`src/rtl/mbe_pkg.sv`:
```
// shared types, constants and helpers for the mandelbrot escape-time unit
`default_nettype none

package mbe_pkg;

    localparam int Q_W    = 32;
    localparam int PROD_W = 64;
    localparam int ITER_W = 17;
    localparam int ADDR_W = 4;
    localparam int DATA_W = 32;

    typedef logic signed [Q_W-1:0]    q_t;
    typedef logic signed [PROD_W-1:0] prod_t;
    typedef logic [ITER_W-1:0]        iter_t;

    typedef enum logic [1:0] {
        REG_START_X  = 2'd0,
        REG_START_Y  = 2'd1,
        REG_STEP     = 2'd2,
        REG_MAX_ITER = 2'd3
    } reg_idx_t;

    localparam logic [31:0] START_X_RST  = 32'hE000_0000;
    localparam logic [31:0] START_Y_RST  = 32'hECCC_CCCD;
    localparam logic [30:0] STEP_RST     = 31'h0010_0000;
    localparam logic [15:0] MAX_ITER_RST = 16'd255;

    typedef struct packed {
        q_t          start_x;
        q_t          start_y;
        logic [30:0] step;
        logic [15:0] max_iter;
    } cfg_t;

    typedef struct packed {
        q_t a0;
        q_t b0;
        q_t a1;
        q_t b1;
        q_t a2;
        q_t b2;
    } mul_in_t;

    typedef struct packed {
        prod_t p0;
        prod_t p1;
        prod_t p2;
    } mul_out_t;

    // true when the value fits the signed 32-bit range
    function automatic logic in_q(input prod_t v);
        logic [PROD_W-Q_W:0] top;
        top = v[PROD_W-1:Q_W-1];
        return (&top) | (~|top);
    endfunction

    function automatic q_t sat_q(input prod_t v);
        q_t r;
        if (in_q(v))
        begin
            r = v[Q_W-1:0];
        end
        else if (v[PROD_W-1])
        begin
            r = {1'b1, {(Q_W-1){1'b0}}};
        end
        else
        begin
            r = {1'b0, {(Q_W-1){1'b1}}};
        end
        return r;
    endfunction

    function automatic prod_t sext_q(input q_t v);
        return {{(PROD_W-Q_W){v[Q_W-1]}}, v};
    endfunction

endpackage

`default_nettype wire

```
`src/rtl/mbe_cfg_regs.sv`:
```
// configuration register file behind the apb port
`default_nettype none

module mbe_cfg_regs (
    input  wire logic                      clk,
    input  wire logic                      rst_n,
    input  wire logic                      psel,
    input  wire logic                      penable,
    input  wire logic                      pwrite,
    input  wire logic [mbe_pkg::ADDR_W-1:0] paddr,
    input  wire logic [mbe_pkg::DATA_W-1:0] pwdata,
    output logic      [mbe_pkg::DATA_W-1:0] prdata,
    output logic                           pready,
    output mbe_pkg::cfg_t                  cfg
);
    import mbe_pkg::*;

    cfg_t     cfg_reg;
    cfg_t     cfg_next;
    reg_idx_t idx;
    logic     wr_en;

    assign idx    = reg_idx_t'(paddr[ADDR_W-1:2]);
    assign wr_en  = psel && penable && pwrite;
    assign pready = 1'b1;
    assign cfg    = cfg_reg;

    always_comb
    begin
        cfg_next = cfg_reg;
        if (wr_en)
        begin
            case (idx)
                REG_START_X:  cfg_next.start_x  = q_t'(pwdata);
                REG_START_Y:  cfg_next.start_y  = q_t'(pwdata);
                REG_STEP:     cfg_next.step     = pwdata[30:0];
                REG_MAX_ITER: cfg_next.max_iter = pwdata[15:0];
                default:      cfg_next = cfg_reg;
            endcase
        end
    end

    always_comb
    begin
        case (idx)
            REG_START_X:  prdata = cfg_reg.start_x;
            REG_START_Y:  prdata = cfg_reg.start_y;
            REG_STEP:     prdata = {1'b0, cfg_reg.step};
            REG_MAX_ITER: prdata = {16'd0, cfg_reg.max_iter};
            default:      prdata = '0;
        endcase
    end

    always_ff @(posedge clk or negedge rst_n)
    begin
        if (!rst_n)
        begin
            cfg_reg.start_x  <= q_t'(START_X_RST);
            cfg_reg.start_y  <= q_t'(START_Y_RST);
            cfg_reg.step     <= STEP_RST;
            cfg_reg.max_iter <= MAX_ITER_RST;
        end
        else
        begin
            cfg_reg <= cfg_next;
        end
    end

endmodule

`default_nettype wire

```
`config.mk`:
```
export PLATFORM = sky130hd
export DESIGN_NAME = mbe_cfg_regs
export DESIGN_NICKNAME = d
export VERILOG_FILES = /design/src/rtl/mbe_pkg.sv /design/src/rtl/mbe_cfg_regs.sv
export SDC_FILE = /design/constraint.sdc
export NUM_CORES = 1
export LEC_CHECK = 0
export BUFFER_PORTS_ARGS = -buffer_cell sky130_fd_sc_hd__clkbuf_2
export CELL_PAD_IN_SITES_DETAIL_PLACEMENT = 0
export CELL_PAD_IN_SITES_GLOBAL_PLACEMENT = 2
export CORE_UTILIZATION = 33
export CTS_BUF_LIST = sky130_fd_sc_hd__clkbuf_16
export DETAILED_ROUTE_END_ITERATION = 7
export MAX_ROUTING_LAYER = met4
export PLACE_DENSITY = 0.89
export SETUP_SLACK_MARGIN = 0.5
export SYNTH_ARGS = -nofsm -noshare
export SYNTH_HDL_FRONTEND = slang
export SYNTH_SLANG_ARGS = --single-unit
```
`constraint.sdc`:
```
create_clock -name clk -period 2.1 [get_ports clk]
set_input_delay 0.42 -clock clk [delete_from_list [all_inputs] [get_ports clk]]
set_output_delay 0.42 -clock clk [all_outputs]
set_load 0.05 [all_outputs]
```
* After elaboration in Yosys (flattened, before gate mapping)
Cells that the tools add are included.
** Cells by class
- Eq/ne operators :: 3
- Muxes and demuxes :: 1
- Reductions and logical operators :: 7
** Operators by type and width (count)
- $pmux W32 S4 :: 1
- $reduce_and A2 Y1 :: 4
- $eq A2 B2 Y1 const B :: 2
- $eq A2 B1 Y1 const B :: 1
- $logic_and A1 B1 Y1 :: 2
- $logic_not A2 Y1 :: 1
** Storage, ports and cells
- Bits in registers :: 111
- Input port bits :: 41
- Output and inout port bits :: 144
- Logic and storage cells :: 15

* Depth between registers and ports, before layout
- Depth in word-level cells :: 3
- Depth in mapped cells :: 6
- Gate-level depth less buffers :: 3

* Worst setup path before layout
OpenSTA, ideal clock, no wires.
- Path type :: input port to output port
- From :: input port paddr[2] in the netlist's numbering
- To :: output port prdata[16] in the netlist's numbering
- Arrival :: 2.239 ns
- Data required time :: 1.680 ns
- Slack :: -0.559 ns
- Stages on the path :: 5
- Buffers on the path :: 3
- Cells stage by stage :: buf_6 -> buf_2 -> buf_4 -> mux2i_1 -> o21ai_0
** On the way
- Cells in the longest elaborated chain, start to end :: 2
- Elaborated cells between the ends (all ways) :: 5
- Those cells by class :: eq/ne (3); mux (1); reduce/logical (1)
** Ends and longest elaborated chain
- start: declaration :: line mbe_cfg_regs.sv:10 : input wire logic [mbe_pkg::ADDR_W-1:0] paddr,
- $eq A2 B2 Y1, or another cell as far along :: line mbe_cfg_regs.sv:45 : case (idx)
- $pmux W32 S4 (*) :: line mbe_cfg_regs.sv:45
- end: declaration :: line mbe_cfg_regs.sv:12 : output logic [mbe_pkg::DATA_W-1:0] prdata,
Every way passes the cells marked *; elsewhere a longest branch is shown, timed or not.

* Final worst setup path
- From :: register cfg_reg, in the netlist cfg[8]
- To :: output port prdata[8] in the netlist's numbering
** On the way
- Cells in the longest elaborated chain, start to end :: 1
** Ends and longest elaborated chain
- start: declaration :: line mbe_cfg_regs.sv:18 : cfg_t cfg_reg;
- start signal: assignment :: line mbe_cfg_regs.sv:65 : cfg_reg <= cfg_next;
- $pmux W32 S4 :: line mbe_cfg_regs.sv:45
Every way passes these cells.

==> impl_metrics.tcl <==
set metrics [dict create \
    status "complete, but fails checks" \
    violations "DRC" \
    cts-root-buf "clkbuf_16" \
    largest_reg_flops 111 \
    leakage_nw 3.83 \
    clock_sinks 111 \
    crit_arrival_ns 1.48 \
    antenna_cells 0 \
    dr.pass1.iters 6 \
    clock_path_buffers 2 \
    grt_pass1_vias 3905 \
    synth_edf_count 0 \
    port_buffers 181 \
    nets 609 \
    start_util 0.342 \
    syn_nets 357 \
    end_kind "primary output" \
    stdcell_area_um2 8130 \
    cpPeakStageDelay_ns 0.52 \
    worstSetupPathType "reg -> out" \
    grt.overflow.total 0 \
    min_path_type "in -> async" \
    rows 44 \
    dpl.hpwl_mm 9.10 \
    die_area_um2 15700 \
    postRouteWirelength_mm 14.4 \
    slowest_stage "mux4_2" \
    synth_cell_types 22 \
    slew_headroom 0.599 \
    async_flop_share 1.00 \
    yosys_warnings 0 \
    via_per_inst 4.90 \
    ys_seq_elements 111 \
    hold_viol 0 \
    syn_to_final_growth_pct 61.9 \
    drv_slew 0 \
    post_drt_wl_per_cell_um 19.1 \
    syn_area_um2 5020 \
    grt_pass1_wl_mm 22.1 \
    ios 185 \
    fmax_ghz 0.525 \
    yosysSeqAreaShare 0.561 \
    tightest_slew_ns 0.602 \
    finalCritPeriodShare 0.906 \
    synth_flop_cell "dfrtp_1" \
    fin_cells 757 \
    cts_tree "built" \
    placed_cell_area_um2 6470 \
    grt_max_degree 65 \
    die_w_um 125 \
    ir_drop_v 0.000886 \
    rsz0062_at_grt "true" \
    startpoint_type "register" \
    reg2regPathDepth 3 \
    syn_avg_cell_area_um2 15.9 \
    postCtsHoldBufs 0 \
    drcViolationCount 11 \
    antenna_found_initial 0 \
    crit_path_max_fanout 2 \
    cts.htree.levels 3 \
    place_congestion 0.744 \
    clk_pin_slew_ns 0.08 \
    vias 3710 \
    grt_usage 0.192 \
    setup_viol 0 \
    drtIter0Drc 190 \
    cts_inserted_buffers 9 \
    fin_skew_ns 0 \
    antenna_left 0 \
    path_cells "mux4_2 > clkbuf_16" \
    power_density_nw_per_um2 1260 \
    drive_gt1_frac 0.845 \
    coreArea_um2 14700 \
    max_cap_viol_count 0 \
    min_period_ns 1.90 \
    placedCellCount 679 \
    finalSetupTns_ns 0 \
    crit_required_ns 1.68 \
    die_h_um 125 \
    clkLatencyLatePin_ns 0.35 \
    syn_inst 316 \
]
metrics by stage:
stage	power (mW)	utilization	setup slack, ns	hold slack [ns]
4_1_cts	9.98	0.533	0.213	0.0664
3_5_place_dp	7.35	0.440	0.0554	0.454
5_1_grt	10.6	0.553	0.154	0.0684
6_report	10.3	0.553	0.197	0.0465
2_1_floorplan	6.38	-	0.323	0.124
3_3_place_gp	7.29	0.440	0.0633	0.451
final timing paths:
kind / start / endpoint / slack (ns)
min in group clk: pwdata[26] / cfg[105] / 0.32
setup / recovery: cfg[8] / prdata[8] / 0.20
hold reg to reg: cfg[25] / cfg[25] / 0.54
hold / removal: rst_n / cfg[12] / 0.05
setup reg to reg: cfg[18] / cfg[18] / 1.08
max in group asynchronous: rst_n / cfg[37] / 1.50
critical path: cells and delay by family (launching register included):
| kind | cells | cell delay (ns) |
|---|---|---|
| flip-flops | 1 | 0.41 |
| buffers and inverters | 1 | 0.20 |
| multiplexers | 1 | 0.52 |
final cells by class:
class | count | area (um2)
Clock buffer | 9 | 225
Fill cell | 1176 | 6570
Timing Repair Buffer | 263 | 2340
Inverter | 1 | 3.75
Multi-Input combinational cell | 182 | 2420
Tap cell | 184 | 230
Clock inverter | 7 | 82.6
Sequential cell | 111 | 2830
timing repair:
action,CTS,global route
buffers inserted,40,19
cloned,2,1
gates resized for setup,156,54
pin swaps,5,1
setup endpoints to repair,61,47
kinds of logic (layout without fill, tap and decap cells):
kind of cell           count (synthesis)  count (layout)  synth area share
flip-flops                           111             111             0.561
multiplexers                         143             143             0.375
AND/OR/NAND/NOR                       23              23            0.0207
AO/OA/AOI/OAI                         15              15            0.0149
buffers and inverters                 23             280            0.0281
other                                  1               1          0.000747
layer usage:
| layer | part of all wire | vias up | global-route usage |
|---|---|---|---|
| met5 | 0 | - | - |
| met4 | 0.013 | 0 | 0.0495 |
| li1 | - | 1656 | - |
| met3 | 0.064 | 12 | 0.0586 |
| met1 | 0.43 | 1913 | 0.239 |
| met2 | 0.49 | 129 | 0.304 |
power by group:
group          switching (mW)  internal (mW)
Combinational            3.23           2.05
Clock                   0.821          0.940
Sequential              0.467           2.75
Total                    4.52           5.74
layout by cell type, fill, tap and decap left out, types with 10 or more instances in the layout:
cell | netlist | routed
nand2_1 | 15 | 10
o21ai_4 | 0 | 12
buf_12 | 0 | 11
dfrtp_2 | 0 | 10
dfstp_2 | 30 | 30
mux4_2 | 16 | 16
mux2i_4 | 0 | 10
dfrtp_1 | 81 | 71
buf_4 | 3 | 65
mux2_4 | 30 | 30
buf_8 | 0 | 33
clkbuf_2 | 0 | 114
clkbuf_4 | 0 | 14
clkbuf_16 | 0 | 18
mux2_2 | 79 | 79
synthesized netlist by cell type (2+ instances only):
cell type  count  share of area
dfrtp_1       81           0.40
mux2_2        79           0.18
dfstp_2       30           0.16
mux2_4        30          0.090
mux2i_1       16          0.032
mux4_2        16          0.072
nand2_1       15          0.011
o21ai_0       15          0.015
buf_2         11          0.011
buf_6          4         0.0090
clkbuf_1       4         0.0030
buf_4          3         0.0045
mux2_1         2         0.0045
nor2_1         2         0.0015
No activity file was read; power rests on OpenSTA's default activity.
